## config.mk

```make
export PLATFORM = sky130hd
export DESIGN_NAME = base64_packet_framer_core
export DESIGN_NICKNAME = d
export VERILOG_FILES = /design/src/bpf_pkg.sv /design/src/bpf_framer.sv /design/src/bpf_char_queue.sv /design/src/base64_packet_framer_core.sv
export SDC_FILE = /design/constraint.sdc
export NUM_CORES = 1
export LEC_CHECK = 0
export ABC_AREA = 1
export BUFFER_PORTS_ARGS = -buffer_cell sky130_fd_sc_hd__buf_2
export CORE_ASPECT_RATIO = 0.75
export CORE_MARGIN = 3
export CORE_UTILIZATION = 45
export DETAILED_ROUTE_END_ITERATION = 10
export HOLD_SLACK_MARGIN = 0.03
export PLACE_DENSITY_LB_ADDON = 0.2
export REMOVE_ABC_BUFFERS = 1
export SLEW_MARGIN = 10
export SYNTH_ARGS = -nofsm -noshare
export SYNTH_HDL_FRONTEND = slang
export SYNTH_SLANG_ARGS = --single-unit
```

## constraint.sdc

```tcl
create_clock -name clock -period 6.1 [get_ports clock]
set_clock_uncertainty 0.05 [all_clocks]
set_input_delay 0.915 -clock clock [delete_from_list [all_inputs] [get_ports clock]]
set_output_delay 0.915 -clock clock [all_outputs]
set_load 0.005 [all_outputs]
```

## src/bpf_pkg.sv

```systemverilog
`default_nettype none
// ----------------------------------------------------------------------------
// Base64 packet framer package
// Shared types, codes, constants and the base64 alphabet lookup.
// ----------------------------------------------------------------------------
package bpf_pkg;

   localparam int MAX_RESULTS = 10;
   localparam int COUNT_W     = 4;

   localparam logic [1:0] ACT_START = 2'd0;
   localparam logic [1:0] ACT_BYTE  = 2'd1;
   localparam logic [1:0] ACT_END   = 2'd2;

   localparam logic [1:0] CSR_HEADER_CHARS  = 2'd0;
   localparam logic [1:0] CSR_HEADER_LENGTH = 2'd1;
   localparam logic [1:0] CSR_LINE_LENGTH   = 2'd2;
   localparam logic [1:0] CSR_MAX_LENGTH    = 2'd3;

   localparam logic [7:0]  CHAR_NEWLINE      = 8'h0a;
   localparam logic [7:0]  CHAR_PAD          = 8'h3d;
   localparam logic [7:0]  CHAR_ERROR        = 8'h00;
   localparam logic [3:0]  HEADER_MAX        = 4'd8;
   localparam logic [7:0]  LINE_LENGTH_RESET = 8'd76;
   localparam logic [15:0] MAX_LENGTH_RESET  = 16'd4096;

   typedef struct packed {
      logic [1:0]  action;
      logic [7:0]  payload_byte;
      logic [15:0] packet_length;
   } item_type;

   typedef struct packed {
      logic [63:0] header_chars;
      logic [3:0]  header_length;
      logic [7:0]  line_length;
      logic [15:0] max_length;
   } cfg_type;

   typedef struct packed {
      logic [MAX_RESULTS-1:0][7:0] chars;
      logic [COUNT_W-1:0]          count;
      logic                        err;
   } result_list_type;

   function automatic logic [7:0] b64_char(input logic [5:0] v);
      logic [7:0] c;
      if (v < 6'd26) begin
         c = 8'h41 + {2'b00, v};
      end else if (v < 6'd52) begin
         c = 8'h61 + {2'b00, v} - 8'd26;
      end else if (v < 6'd62) begin
         c = 8'h30 + {2'b00, v} - 8'd52;
      end else if (v == 6'd62) begin
         c = 8'h2b;
      end else begin
         c = 8'h2f;
      end
      return c;
   endfunction

endpackage
`default_nettype wire

```

## src/bpf_framer.sv

```systemverilog
`default_nettype none
// ----------------------------------------------------------------------------
// Base64 packet framer: framing logic
// Holds the packet state and turns one transaction into its list of characters.
// ----------------------------------------------------------------------------
module bpf_framer (
   input  wire logic                     clock,
   input  wire logic                     reset,
   input  wire logic                     step,
   input  wire bpf_pkg::item_type        item,
   input  wire bpf_pkg::cfg_type         cfg,
   output bpf_pkg::result_list_type      results
);

   typedef struct packed {
      logic [15:0] group_bytes;
      logic [1:0]  group_count;
      logic [15:0] running_sum;
      logic [7:0]  line_count;
      logic        packet_open;
   } state_type;

   typedef struct packed {
      state_type                st;
      bpf_pkg::result_list_type res;
   } frame_type;

   state_type state_ff;
   frame_type frame_in;

   function automatic bpf_pkg::result_list_type push(input bpf_pkg::result_list_type r,
                                                     input logic [7:0] ch);
      bpf_pkg::result_list_type o;
      o = r;
      for (int k = 0; k < bpf_pkg::MAX_RESULTS; k++) begin
         if (bpf_pkg::COUNT_W'(k) == r.count) begin
            o.chars[k] = ch;
         end
      end
      o.count = r.count + 1'b1;
      return o;
   endfunction

   function automatic frame_type group_push(input frame_type f, input logic [7:0] b,
                                            input logic [7:0] ll);
      frame_type   r;
      logic [23:0] word;
      logic [8:0]  lsum;
      r = f;
      word = {f.st.group_bytes, b};
      lsum = {1'b0, f.st.line_count} + 9'd4;
      if (f.st.group_count >= 2'd2) begin
         r.res = push(r.res, bpf_pkg::b64_char(word[23:18]));
         r.res = push(r.res, bpf_pkg::b64_char(word[17:12]));
         r.res = push(r.res, bpf_pkg::b64_char(word[11:6]));
         r.res = push(r.res, bpf_pkg::b64_char(word[5:0]));
         r.st.group_bytes = '0;
         r.st.group_count = '0;
         r.st.line_count = lsum[8] ? 8'hff : lsum[7:0];
         if (r.st.line_count >= ll) begin
            r.res = push(r.res, bpf_pkg::CHAR_NEWLINE);
            r.st.line_count = '0;
         end
      end else begin
         r.st.group_bytes = {f.st.group_bytes[7:0], b};
         r.st.group_count = f.st.group_count + 1'b1;
      end
      return r;
   endfunction

   always_comb begin
      logic [3:0] n;
      logic [15:0] gb;
      frame_in.st = state_ff;
      frame_in.res = '0;
      gb = '0;
      n = (cfg.header_length > bpf_pkg::HEADER_MAX) ? bpf_pkg::HEADER_MAX : cfg.header_length;
      case (item.action)
         bpf_pkg::ACT_START: begin
            if (item.packet_length > cfg.max_length) begin
               frame_in.st.packet_open = 1'b0;
               frame_in.res = push(frame_in.res, bpf_pkg::CHAR_ERROR);
               frame_in.res.err = 1'b1;
            end else begin
               for (int i = 0; i < 8; i++) begin
                  frame_in.res.chars[i] = cfg.header_chars[63 - 8 * i -: 8];
               end
               frame_in.res.count = n;
               frame_in.st.group_bytes = item.packet_length;
               frame_in.st.group_count = 2'd2;
               frame_in.st.running_sum = '0;
               frame_in.st.line_count = {4'b0000, n};
               frame_in.st.packet_open = 1'b1;
            end
         end
         bpf_pkg::ACT_BYTE: begin
            if (state_ff.packet_open) begin
               frame_in.st.running_sum = state_ff.running_sum + {8'h00, item.payload_byte};
               frame_in = group_push(frame_in, item.payload_byte, cfg.line_length);
            end
         end
         bpf_pkg::ACT_END: begin
            if (state_ff.packet_open) begin
               frame_in = group_push(frame_in, state_ff.running_sum[15:8], cfg.line_length);
               frame_in = group_push(frame_in, state_ff.running_sum[7:0], cfg.line_length);
               gb = frame_in.st.group_bytes;
               if (frame_in.st.group_count == 2'd1) begin
                  frame_in.res = push(frame_in.res, bpf_pkg::b64_char(gb[7:2]));
                  frame_in.res = push(frame_in.res, bpf_pkg::b64_char({gb[1:0], 4'b0000}));
                  frame_in.res = push(frame_in.res, bpf_pkg::CHAR_PAD);
                  frame_in.res = push(frame_in.res, bpf_pkg::CHAR_PAD);
               end else if (frame_in.st.group_count == 2'd2) begin
                  frame_in.res = push(frame_in.res, bpf_pkg::b64_char(gb[15:10]));
                  frame_in.res = push(frame_in.res, bpf_pkg::b64_char(gb[9:4]));
                  frame_in.res = push(frame_in.res, bpf_pkg::b64_char({gb[3:0], 2'b00}));
                  frame_in.res = push(frame_in.res, bpf_pkg::CHAR_PAD);
               end
               frame_in.res = push(frame_in.res, bpf_pkg::CHAR_NEWLINE);
               frame_in.st.group_bytes = '0;
               frame_in.st.group_count = '0;
               frame_in.st.line_count = '0;
               frame_in.st.packet_open = 1'b0;
            end
         end
         default: begin
         end
      endcase
   end

   always_ff @(posedge clock) begin
      if (reset) begin
         state_ff <= '0;
      end else if (step) begin
         state_ff <= frame_in.st;
      end
   end

   assign results = frame_in.res;

endmodule
`default_nettype wire

```

## src/bpf_char_queue.sv

```systemverilog
`default_nettype none
// ----------------------------------------------------------------------------
// Base64 packet framer: character queue
// Result register that holds one transaction's characters and shifts them out.
// ----------------------------------------------------------------------------
module bpf_char_queue (
   input  wire logic                     clock,
   input  wire logic                     reset,
   input  wire logic                     load,
   input  wire bpf_pkg::result_list_type results,
   output logic                          free,
   output logic                          rsp_valid,
   input  wire logic                     rsp_stall,
   output logic [7:0]                    rsp_out_char,
   output logic                          rsp_run_last,
   output logic                          rsp_too_long
);

   logic [bpf_pkg::MAX_RESULTS-1:0][7:0] chars_ff;
   logic [bpf_pkg::MAX_RESULTS-1:0][7:0] chars_in;
   logic [bpf_pkg::COUNT_W-1:0]          remain_ff;
   logic [bpf_pkg::COUNT_W-1:0]          remain_in;
   logic                                 err_ff;
   logic                                 err_in;
   logic                                 take;

   assign rsp_valid    = (remain_ff != '0);
   assign take         = rsp_valid && !rsp_stall;
   assign free         = (remain_ff == '0) || ((remain_ff == bpf_pkg::COUNT_W'(1)) && take);
   assign rsp_out_char = chars_ff[0];
   assign rsp_run_last = (remain_ff == bpf_pkg::COUNT_W'(1));
   assign rsp_too_long = err_ff;

   always_comb begin
      chars_in  = chars_ff;
      remain_in = remain_ff;
      err_in    = err_ff;
      if (load) begin
         chars_in  = results.chars;
         remain_in = results.count;
         err_in    = results.err;
      end else if (take) begin
         for (int k = 0; k < bpf_pkg::MAX_RESULTS - 1; k++) begin
            chars_in[k] = chars_ff[k + 1];
         end
         remain_in = remain_ff - 1'b1;
      end
   end

   always_ff @(posedge clock) begin
      chars_ff <= chars_in;
      err_ff   <= err_in;
      if (reset) begin
         remain_ff <= '0;
      end else begin
         remain_ff <= remain_in;
      end
   end

endmodule
`default_nettype wire

```

## src/base64_packet_framer_core.sv

```systemverilog
`default_nettype none
// ----------------------------------------------------------------------------
// Base64 packet framer core
// Frames packets as base64 text lines with header, length and checksum.
// ----------------------------------------------------------------------------
// An accepted transaction is held in the hold register and moves through the
// framer into the result queue once the queue is free; its first character is
// then offered from the queue. Throughput: one character per cycle from the
// result queue while rsp_stall is low; the single output port sets that rate.
// Reset is synchronous and clears the pipeline, the packet state and the
// registers to their defaults.
module base64_packet_framer_core (
   input  wire logic        clock,
   input  wire logic        reset,
   input  wire logic        csr_write,
   input  wire logic [1:0]  csr_index,
   input  wire logic [63:0] csr_data,
   input  wire logic        req_valid,
   output logic             req_stall,
   input  wire logic [1:0]  req_action,
   input  wire logic [7:0]  req_payload_byte,
   input  wire logic [15:0] req_packet_length,
   output logic             rsp_valid,
   input  wire logic        rsp_stall,
   output logic [7:0]       rsp_out_char,
   output logic             rsp_run_last,
   output logic             rsp_too_long
);

   bpf_pkg::cfg_type         cfg_ff;
   bpf_pkg::item_type        hold_item_ff;
   logic                     hold_valid_ff;
   logic                     hold_valid_in;
   logic                     queue_free;
   logic                     move;
   logic                     accept;
   bpf_pkg::result_list_type results;

   assign move      = hold_valid_ff && queue_free;
   assign req_stall = hold_valid_ff && !queue_free;
   assign accept    = req_valid && !req_stall;

   always_comb begin
      hold_valid_in = hold_valid_ff;
      if (accept) begin
         hold_valid_in = 1'b1;
      end else if (move) begin
         hold_valid_in = 1'b0;
      end
   end

   always_ff @(posedge clock) begin
      if (accept) begin
         hold_item_ff.action        <= req_action;
         hold_item_ff.payload_byte  <= req_payload_byte;
         hold_item_ff.packet_length <= req_packet_length;
      end
      if (reset) begin
         hold_valid_ff <= 1'b0;
      end else begin
         hold_valid_ff <= hold_valid_in;
      end
   end

   always_ff @(posedge clock) begin
      if (reset) begin
         cfg_ff.header_chars  <= '0;
         cfg_ff.header_length <= '0;
         cfg_ff.line_length   <= bpf_pkg::LINE_LENGTH_RESET;
         cfg_ff.max_length    <= bpf_pkg::MAX_LENGTH_RESET;
      end else if (csr_write) begin
         case (csr_index)
            bpf_pkg::CSR_HEADER_CHARS:  cfg_ff.header_chars  <= csr_data;
            bpf_pkg::CSR_HEADER_LENGTH: cfg_ff.header_length <= csr_data[3:0];
            bpf_pkg::CSR_LINE_LENGTH:   cfg_ff.line_length   <= csr_data[7:0];
            bpf_pkg::CSR_MAX_LENGTH:    cfg_ff.max_length    <= csr_data[15:0];
            default: begin
            end
         endcase
      end
   end

   bpf_framer u_framer (
      .clock   (clock),
      .reset   (reset),
      .step    (move),
      .item    (hold_item_ff),
      .cfg     (cfg_ff),
      .results (results)
   );

   bpf_char_queue u_queue (
      .clock        (clock),
      .reset        (reset),
      .load         (move),
      .results      (results),
      .free         (queue_free),
      .rsp_valid    (rsp_valid),
      .rsp_stall    (rsp_stall),
      .rsp_out_char (rsp_out_char),
      .rsp_run_last (rsp_run_last),
      .rsp_too_long (rsp_too_long)
   );

`ifndef ASSERT_OFF
   a_error_alone: assert property (@(posedge clock) disable iff (reset)
      rsp_valid && rsp_too_long |-> rsp_run_last && (rsp_out_char == bpf_pkg::CHAR_ERROR))
      else $error("rejected start did not give a single error transaction");

   a_reject_reported: assert property (@(posedge clock) disable iff (reset)
      move && (hold_item_ff.action == bpf_pkg::ACT_START)
      && (hold_item_ff.packet_length > cfg_ff.max_length) |=> rsp_valid && rsp_too_long)
      else $error("over-length start did not report an error");

   a_queue_drains: assert property (@(posedge clock) disable iff (reset)
      rsp_valid && !rsp_stall && rsp_run_last && !move |=> !rsp_valid)
      else $error("result queue kept a character after the last one was taken");
`endif

endmodule
`default_nettype wire
```

==> impl_summary.txt, run 1 <==
----------------------------------------------------
[Status]
  Run status ... complete, no violations

[STA]
  Endpoints failing setup ... 0
  Maximum frequency from static timing analysis ... 174 MHz
  Period utilisation layout ... 0.943
  Shortest clock period the worst path allows after layout ... 5.76 ns
  Relative max-transition margin ... 0.198
  Final count of hold timing violations ... 0
  Slew Limit Fails ... 0
  Slew at the pin with the worst max-slew slack ... 1.20 ns
  Post-route worst hold slack ... 0.409 ns
  Unrepaired setup endpoints after global routing ... yes

[Power and ir drop]
  Internal power of the cells ... 3710 uW
  Part of the total power dissipated in sequential elements ... 0.434
  Pwr Total ... 5680 uW
  Net switching share of the total power ... 0.346
  Combinational share of power ... 0.252
  Leak Pwr ... 0.0111 uW
  VDD IR-drop max ... 206 uV
  Clock Power Share ... 0.313
  Pwr per Cell Area ... 241 nW/um^2
  Switching power ... 1960 uW

[Floorplanning]
  CORE AREA ... 45,100 sq um
  Rows ... 67
  Initial core utilization ... 0.460
  Die Span Y ... 192 um
  Horiz. Die Dim ... 254 um
  Ports placed on the boundary ... 109
  Full die area ... 48,700 sq um

[Drt]
  Remaining number of nets flagged by the antenna check after routing ... 0
  Number of DRC violations after detailed-routing iteration 0 ... 2,885
  Routed wire length ... 82.0 mm
  Top metal layer carrying routed signals ... met4
  Count of TritonRoute iterations in the first routing pass ... 5
  Routed length on met2 ... 33.9 mm
  Final routed wire length divided by cell count ... 20.9 um
  Number of DRC violations after detailed routing ... 0
  Met3 wirelength from detailed routing ... 8.77 mm
  Via count ... 22,542
  M1 WL ... 37.0 mm
  Number of vias per cell ... 5.74

[Worst setup path]
  Top delay family on crit path ... simple AND/OR/NAND/NOR gates
  Worst Path Buf+Inv ... 9
  Critical Path Sink Type ... register
  Crit path launch type ... register
  Critical path fanouts, max ... 7
  CP max stage delay ... 0.31 ns
  Kind of critical path ... reg2reg
  Data arrival time of the worst path ... 6.01 ns
  Slowest cell on the critical path ... sky130_fd_sc_hd__dfxtp_1
  Data required time of the worst path ... 6.35 ns
  Cell mode on critical path ... sky130_fd_sc_hd__nand2_1

[Placed design]
  Placer's final routability congestion estimate ... 1.05
  Detailed placement HPWL ... 63.7 mm
  Count of input and output buffers ... 108

[CTS]
  Number of buffers added to fix hold violations after cts ... 0
  H-Tree Level Count ... 1
  TritonCTS Buffers ... 28
  Clock tree root buffer cell ... sky130_fd_sc_hd__clkbuf_16
  Clock transition time at the flip-flop clock pins of the worst setup and hold paths ... 0.06 ns
  Deepest clock path buffer count ... 3
  TritonCTS clock tree ... built
  Clock latency on the worst-skew pair ... 0.59 ns
  Number of sinks on the clock net ... 247

[Global route]
  First-pass GRT wire length ... 122 mm
  Via count of the first global-routing pass ... 20,580
  Remaining global-route overflow ... 0
  Maximum number of pins on one net before global-route repair ... 73
  Initial antenna violation count ... 2
  Overall routing resource usage ... 0.327

[Yosys]
  Cells taking the most area after synthesis ... sky130_fd_sc_hd__nand2_1 17%, sky130_fd_sc_hd__edfxtp_1 15%, sky130_fd_sc_hd__dfxtp_1 14%
  Most used standard cells in the synthesized netlist ... 928 x sky130_fd_sc_hd__nand2_1, 317 x sky130_fd_sc_hd__inv_1, 313 x sky130_fd_sc_hd__nor2_1, 278 x sky130_fd_sc_hd__o21ai_0, 263 x sky130_fd_sc_hd__nand3_1
  Share of flip-flops with an asynchronous set or reset ... 0
  Yosys Warn Count ... 0
  Fraction of the yosys area taken by sequential cells ... 0.290
  Most used flip-flop cell after synthesis ... sky130_fd_sc_hd__dfxtp_1
  Synthesized instance count ... 3,177
  Count of distinct cell types in the synthesized netlist ... 61
  Register bit count reported by yosys ... 247
  Post-synth top area share ... 0.168
  Count of flip-flops with a built-in enable after synthesis ... 107
  Most frequent cell after synthesis ... sky130_fd_sc_hd__nand2_1
  Cell taking the most area after synthesis ... sky130_fd_sc_hd__nand2_1
  Average cell area after synthesis ... 6.53 sq um
  Syn Std Cell Area ... 20,700 sq um

[Cells and area]
  Layout cells sized above 1 ... 0.119
  Layout overhead on the synthesized area ... 13.4%
  Final nets ... 3,586
  Layout fillers ... 4,578

[Run]
  # Max-Cap Violations ... 0

[Worst hold path]
  Hold crit path type ... reg2reg

----------------------------------------------------
-- path summary, 6_finish.rpt --
path	start	endpoint	slack [ns]	depth (start not counted)
min	cfg_ff[31]	cfg_ff[31]	0.41	2
min reg2reg	cfg_ff[31]	cfg_ff[31]	0.41	2
max reg2reg	u_framer.state_ff[3]	u_queue.chars_ff[61]	0.34	46
max	u_framer.state_ff[3]	u_queue.chars_ff[61]	0.34	46
-- power groups by stage --
stage / combinational (uW) / clock [uW] / sequential, uW
final: 1430 / 1780 / 2470
after global placement: 1380 / 0 / 2480
after CTS: 1400 / 1800 / 2460
after floorplan: 867 / 0 / 2420
after global routing: 1580 / 1860 / 2490
after detailed placement: 1390 / 0 / 2480
-- kinds of logic after synthesis --
group / synth area share
buf+inv: 0.0892
flops: 0.290
compound gates: 0.165
fa+ha+maj: 0.105
other cells: 0.000181
simple gates: 0.328
xor+xnor: 0.0220
-- through the flow --
step | cells | util | TNS (ns) | area, sq um | setup slack, ns
floorplan | 3061 | - | -100.14 | 20200 | -1.35
global placement | 3858 | 0.494 | -0.0245 | 22300 | -0.0136
detailed placement | 3858 | 0.494 | -0.618 | 22300 | -0.135
CTS | 3910 | 0.515 | 0 | 23200 | 0.0425
global route | 3923 | 0.521 | -0.292 | 23500 | -0.0463
finish | 3924 | 0.521 | 0 | 23500 | 0.345
-- placed cells by master, fill, tap and decap left out, types with 4 or more instances in the layout --
| cell | instances |
|---|---|
| sky130_fd_sc_hd__o31ai_1 | 6 |
| sky130_fd_sc_hd__xnor2_1 | 10 |
| sky130_fd_sc_hd__nor3_1 | 28 |
| sky130_fd_sc_hd__o211ai_1 | 43 |
| sky130_fd_sc_hd__dfxtp_1 | 139 |
| sky130_fd_sc_hd__nor2_1 | 298 |
| sky130_fd_sc_hd__nand2_2 | 24 |
| sky130_fd_sc_hd__nor2_4 | 11 |
| sky130_fd_sc_hd__clkbuf_8 | 4 |
| sky130_fd_sc_hd__clkbuf_16 | 29 |
| sky130_fd_sc_hd__buf_6 | 4 |
| sky130_fd_sc_hd__clkinv_2 | 4 |
| sky130_fd_sc_hd__a21o_1 | 4 |
| sky130_fd_sc_hd__ha_1 | 170 |
| sky130_fd_sc_hd__nand2_1 | 919 |
| sky130_fd_sc_hd__o22ai_1 | 10 |
| sky130_fd_sc_hd__xor2_1 | 42 |
| sky130_fd_sc_hd__clkinv_1 | 15 |
| sky130_fd_sc_hd__o21ai_0 | 273 |
| sky130_fd_sc_hd__nand2_4 | 6 |
| sky130_fd_sc_hd__a21oi_1 | 188 |
| sky130_fd_sc_hd__or2_2 | 14 |
| sky130_fd_sc_hd__inv_2 | 21 |
| sky130_fd_sc_hd__buf_4 | 111 |
| sky130_fd_sc_hd__nand3_1 | 259 |
| sky130_fd_sc_hd__o21ai_2 | 4 |
| sky130_fd_sc_hd__a31oi_1 | 15 |
| sky130_fd_sc_hd__o221ai_1 | 5 |
| sky130_fd_sc_hd__o21bai_1 | 5 |
| sky130_fd_sc_hd__edfxtp_1 | 107 |
| sky130_fd_sc_hd__o2111ai_1 | 7 |
| sky130_fd_sc_hd__nand3_2 | 8 |
| sky130_fd_sc_hd__nand4_1 | 37 |
| sky130_fd_sc_hd__nor2_2 | 18 |
| sky130_fd_sc_hd__o21ai_1 | 23 |
| sky130_fd_sc_hd__inv_1 | 309 |
| sky130_fd_sc_hd__buf_2 | 109 |
-- cell type report --
| cell class | count | area [sq um] | share of cell area |
|---|---|---|---|
| clock inverter | 16 | 173 | 0.00734 |
| sequential | 247 | 6020 | 0.256 |
| inverter | 343 | 1290 | 0.0550 |
| antenna | 1 | 2.50 | 0.000106 |
| tap | 586 | 733 | 0.0312 |
| timing repair buffer | 224 | 1420 | 0.0605 |
| clock buffer | 36 | 792 | 0.0337 |
| multi-input combinational | 2471 | 13100 | 0.556 |
-- timing repair --
action                                  4_1_cts  5_1_grt
endpoints found under the setup margin       13       66
resized for setup                             3       55
cloned                                        0        1
pin swaps                                     0        8
setup buffers                                 0       12
-- routing by layer --
| metal | global-route usage | vias to the layer above |
|---|---|---|
| li1 | - | 10765 |
| met1 | 0.481 | 10527 |
| met2 | 0.484 | 1114 |
| met3 | 0.0674 | 136 |
| met4 | 0.0824 | 0 |
| met5 | 0 | - |
-- state kept, by name, summed over array words and instances (netlist names) --
signal and count:
cfg_ff 92, u_queue.chars_ff 72, u_framer.state_ff 43, hold_item_ff 26, u_queue.rsp_out_char 8, u_queue.remain_ff 4, hold_valid_ff 1, u_queue.rsp_too_long 1
-- worst min-delay path: stages, from the launching register on --
cell	delay, ns
sky130_fd_sc_hd__dfxtp_1	0.30
sky130_fd_sc_hd__inv_1	0.06
sky130_fd_sc_hd__a21oi_1	0.06
No activity file was read; power rests on OpenSTA's default activity.
==> inputs of run 2 (changes only) <==
--- a/config.mk
+++ b/config.mk
@@ -17,4 +17,5 @@
 export SLEW_MARGIN = 10
 export SYNTH_ARGS = -nofsm -noshare
 export SYNTH_HDL_FRONTEND = slang
+export SYNTH_HIERARCHICAL = 1
 export SYNTH_SLANG_ARGS = --single-unit
==> impl_summary.txt, run 2 <==
----------------------------------------------------
[Power and ir drop]
  Clock Power Share ... 0.298 (-0.015)
  Leak Pwr ... 0.0107 uW (-4.0%)
  Part of the total power dissipated in sequential elements ... 0.415 (-0.019)
  Net switching share of the total power ... 0.373 (+0.0270)
  Pwr Total ... 6050 uW (+6.5%)
  VDD IR-drop max ... 212 uV (+3.2%)
  Pwr per Cell Area ... 263 nW/um^2 (+8.8%)
  Combinational share of power ... 0.287 (+0.035)
  Internal power of the cells ... 3790 uW (+2.1%)
  Switching power ... 2260 uW (+15%)

[Worst setup path]
  Critical path fanouts, max ... 5 (-2)
  FF-to-FF setup slack ... 0.19 ns (-0.16 ns)
  Startpoint of the most critical register-to-register path ... u_framer/state_ff[4]
  Crit path launch type ... register
  Worst Reg2Reg Path Length in Cells ... 43 (-6.5%)
  Launching instance or port of the critical path ... u_framer/state_ff[4]
  Kind of critical path ... reg2reg
  Data arrival time of the worst path ... 6.29 ns (+0.28 ns)
  Reg2reg end ... u_queue/chars_ff[53]
  CP Capture Point ... u_queue/chars_ff[53]
  Critical Path Sink Type ... register
  Slowest cell on the critical path ... sky130_fd_sc_hd__dfxtp_2
  CP max stage delay ... 0.34 ns (+0.03 ns)
  Data required time of the worst path ... 6.47 ns (+0.12 ns)

[Placed design]
  Placed cell areas ... 21,500 sq um (-3.3%)
  Placer's final routability congestion estimate ... 1.02 (-3.1%)
  Detailed placement HPWL ... 61.4 mm (-3.6%)
  Count of input and output buffers ... 108 (unchanged)

[Global route]
  Remaining global-route overflow ... 0 (unchanged)
  Via count of the first global-routing pass ... 20,244 (-1.6%)
  First-pass GRT wire length ... 123 mm (+0.58%)
  Initial antenna violation count ... 0 (-2)
  Maximum number of pins on one net before global-route repair ... 129 (+77%)
  Overall routing resource usage ... 0.330 (+0.00347)

[Status]
  Run status ... complete, no violations

[STA]
  Setup tns final ... 0 ns (unchanged)
  Period utilisation layout ... 0.969 (+0.0259)
  Post-route worst hold slack ... 0.419 ns (+0.0101 ns)
  Relative max-transition margin ... 0.185 (-0.0132)
  Slew Limit Fails ... 0 (unchanged)
  Shortest clock period the worst path allows after layout ... 5.91 ns (+0.158 ns)
  Maximum frequency from static timing analysis ... 169 MHz (-2.7%)
  Slew at the pin with the worst max-slew slack ... 1.22 ns (+0.0176 ns)
  Endpoints failing setup ... 0 (unchanged)
  Final count of hold timing violations ... 0 (unchanged)

[Yosys]
  Yosys Warn Count ... 6 (+6)
  Post-synth top area share ... 0.162 (-0.00543)
  Syn Std Cell Area ... 20,700 sq um (-0.22%)
  Cell taking the most area after synthesis ... sky130_fd_sc_hd__nand2_1
  Share of flip-flops with an asynchronous set or reset ... 0 (unchanged)
  Most used flip-flop cell after synthesis ... sky130_fd_sc_hd__dfxtp_1
  Count of distinct cell types in the synthesized netlist ... 56 (-8.2%)
  Count of flip-flops with a built-in enable after synthesis ... 107 (unchanged)
  Most used standard cells in the synthesized netlist ... 896 x sky130_fd_sc_hd__nand2_1, 338 x sky130_fd_sc_hd__inv_1, 336 x sky130_fd_sc_hd__nor2_1, 264 x sky130_fd_sc_hd__nand3_1, 201 x sky130_fd_sc_hd__a21oi_1
  Most frequent cell after synthesis ... sky130_fd_sc_hd__nand2_1
  Synthesized instance count ... 3,174 (-0.094%)
  Average cell area after synthesis ... 6.52 sq um (-0.13%)
  Register bit count reported by yosys ... 247 (unchanged)
  Fraction of the yosys area taken by sequential cells ... 0.291 (+0.000649)
  Cells taking the most area after synthesis ... sky130_fd_sc_hd__nand2_1 16%, sky130_fd_sc_hd__edfxtp_1 16%, sky130_fd_sc_hd__dfxtp_1 14%

[Drt]
  Number of vias per cell ... 5.71 (-0.66%)
  Final routed wire length divided by cell count ... 21.2 um (+1.5%)
  Number of DRC violations after detailed-routing iteration 0 ... 2,213 (-23%)
  Number of DRC violations after detailed routing ... 0 (unchanged)
  Count of TritonRoute iterations in the first routing pass ... 6 (+1)
  Via count ... 21,913 (-2.8%)
  Routed wire length ... 81.4 mm (-0.72%)
  Remaining number of nets flagged by the antenna check after routing ... 0 (unchanged)

[CTS]
  Deepest clock path buffer count ... 3 (unchanged)
  H-Tree Level Count ... 1 (unchanged)
  Clock latency on the worst-skew pair ... 0.62 ns (+0.03 ns)
  Number of sinks on the clock net ... 247 (unchanged)
  TritonCTS clock tree ... built
  Clock tree root buffer cell ... sky130_fd_sc_hd__clkbuf_16
  TritonCTS Buffers ... 28 (unchanged)
  Clock transition time at the flip-flop clock pins of the worst setup and hold paths ... 0.06 ns (about the same)

[Run]
  # Max-Cap Violations ... 0 (unchanged)

[Floorplanning]
  Rows ... 67 (unchanged)
  Full die area ... 48,600 sq um (-0.22%)
  CORE AREA ... 45,000 sq um (-0.19%)
  Ports placed on the boundary ... 109 (unchanged)
  Initial core utilization ... 0.460 (about the same)
  Die Span Y ... 192 um (-0.11%)
  Horiz. Die Dim ... 254 um (-0.11%)

[Cells and area]
  Layout cells sized above 1 ... 0.140 (+0.0212)
  Most used cells in the layout excluding fill and tap cells ... 878 x sky130_fd_sc_hd__nand2_1, 324 x sky130_fd_sc_hd__inv_1, 323 x sky130_fd_sc_hd__nor2_1
  Final nets ... 3,448 (-3.8%)
  Largest Register ... cfg_ff
  Final Core Density ... 0.511 (-0.0102)
  Layout overhead on the synthesized area ... 11.2%
  Total non-filler cell area in the finished layout ... 23,000 sq um (-2.1%)
  Most common library cell in the layout ignoring fill and taps ... sky130_fd_sc_hd__nand2_1
  Number of diodes added for antenna fixing ... 0 (-1)
  Max FFs per register ... 92 (unchanged)
  Leading registers by flop count ... cfg_ff: 92 flops, u_queue/chars_ff: 72 flops, u_framer/state_ff: 43 flops

[Worst hold path]
  Hold crit path type ... reg2reg

----------------------------------------------------
run 2: worst max-delay path: cells and delay by family, from the launching register on:
kind | cells | cell delay (ns)
compound gates | 3 | 0.34
fa+ha+maj | 7 | 1.51
buf+inv | 7 | 0.72
flops | 1 | 0.34
simple gates | 26 | 2.74
run 2: layout make-up:
type	instances	area, sq um
fillers	4641	22000
multi-input cells	2345	12300
flip-flops and latches	247	6020
repair buffers	248	1620
inverters	362	1380
clock buffers	38	811
well taps	586	733
clock inverters	14	155
run 2: power groups by stage:
stage | clock (uW) | sequential, uW | combinational [uW]
after floorplan | 0 | 2420 | 988
after global placement | 0 | 2530 | 1630
after detailed placement | 0 | 2520 | 1650
after CTS | 1840 | 2500 | 1660
after global routing | 1900 | 2530 | 1920
final | 1800 | 2510 | 1740
run 2: how the worst min path moves through the flow:
stage                              start               end  slack [ns]  cells after the start
global placement              cfg_ff[18]        cfg_ff[18]        0.39                      2
CTS                        req_action[0]  hold_item_ff[24]        0.40                      1
global route        req_packet_length[3]   hold_item_ff[3]        0.41                      1
floorplan                     cfg_ff[12]        cfg_ff[12]        0.38                      2
detailed placement            cfg_ff[18]        cfg_ff[18]        0.39                      2
finish                        cfg_ff[22]        cfg_ff[22]        0.42                      2
run 2: cell families after synthesis:
group,Yosys count,synth area share
AO/OA/AOI/OAI,548,0.151
XOR/XNOR,50,0.0212
adder cells (fa/ha/maj),119,0.0723
buffers and inverters,585,0.136
flip-flops,247,0.291
other,1,0.000181
AND/OR/NAND/NOR,1624,0.329
run 2: per-layer routing:
| layer | global-route usage | wire, um |
|---|---|---|
| met1 | 0.492 | 37200 |
| met2 | 0.471 | 32700 |
| met3 | 0.0734 | 8880 |
| met4 | 0.0985 | 2650 |
| met5 | 0 | 0 |
run 2: timing repair:
item / 4_1_cts / 5_1_grt
setup endpoints to repair: 56 / 70
pin swaps: 5 / 42
resized for setup: 16 / 93
hold buffers: 0 / 0
buffers inserted: 4 / 8
run 2: stage by stage:
step	instances	worst slack [ns]
after floorplan	2954	-0.414
after global placement	3776	-0.144
after detailed placement	3776	-0.242
after CTS	3832	-0.00825
after global routing	3840	-0.0877
final	3840	0.187
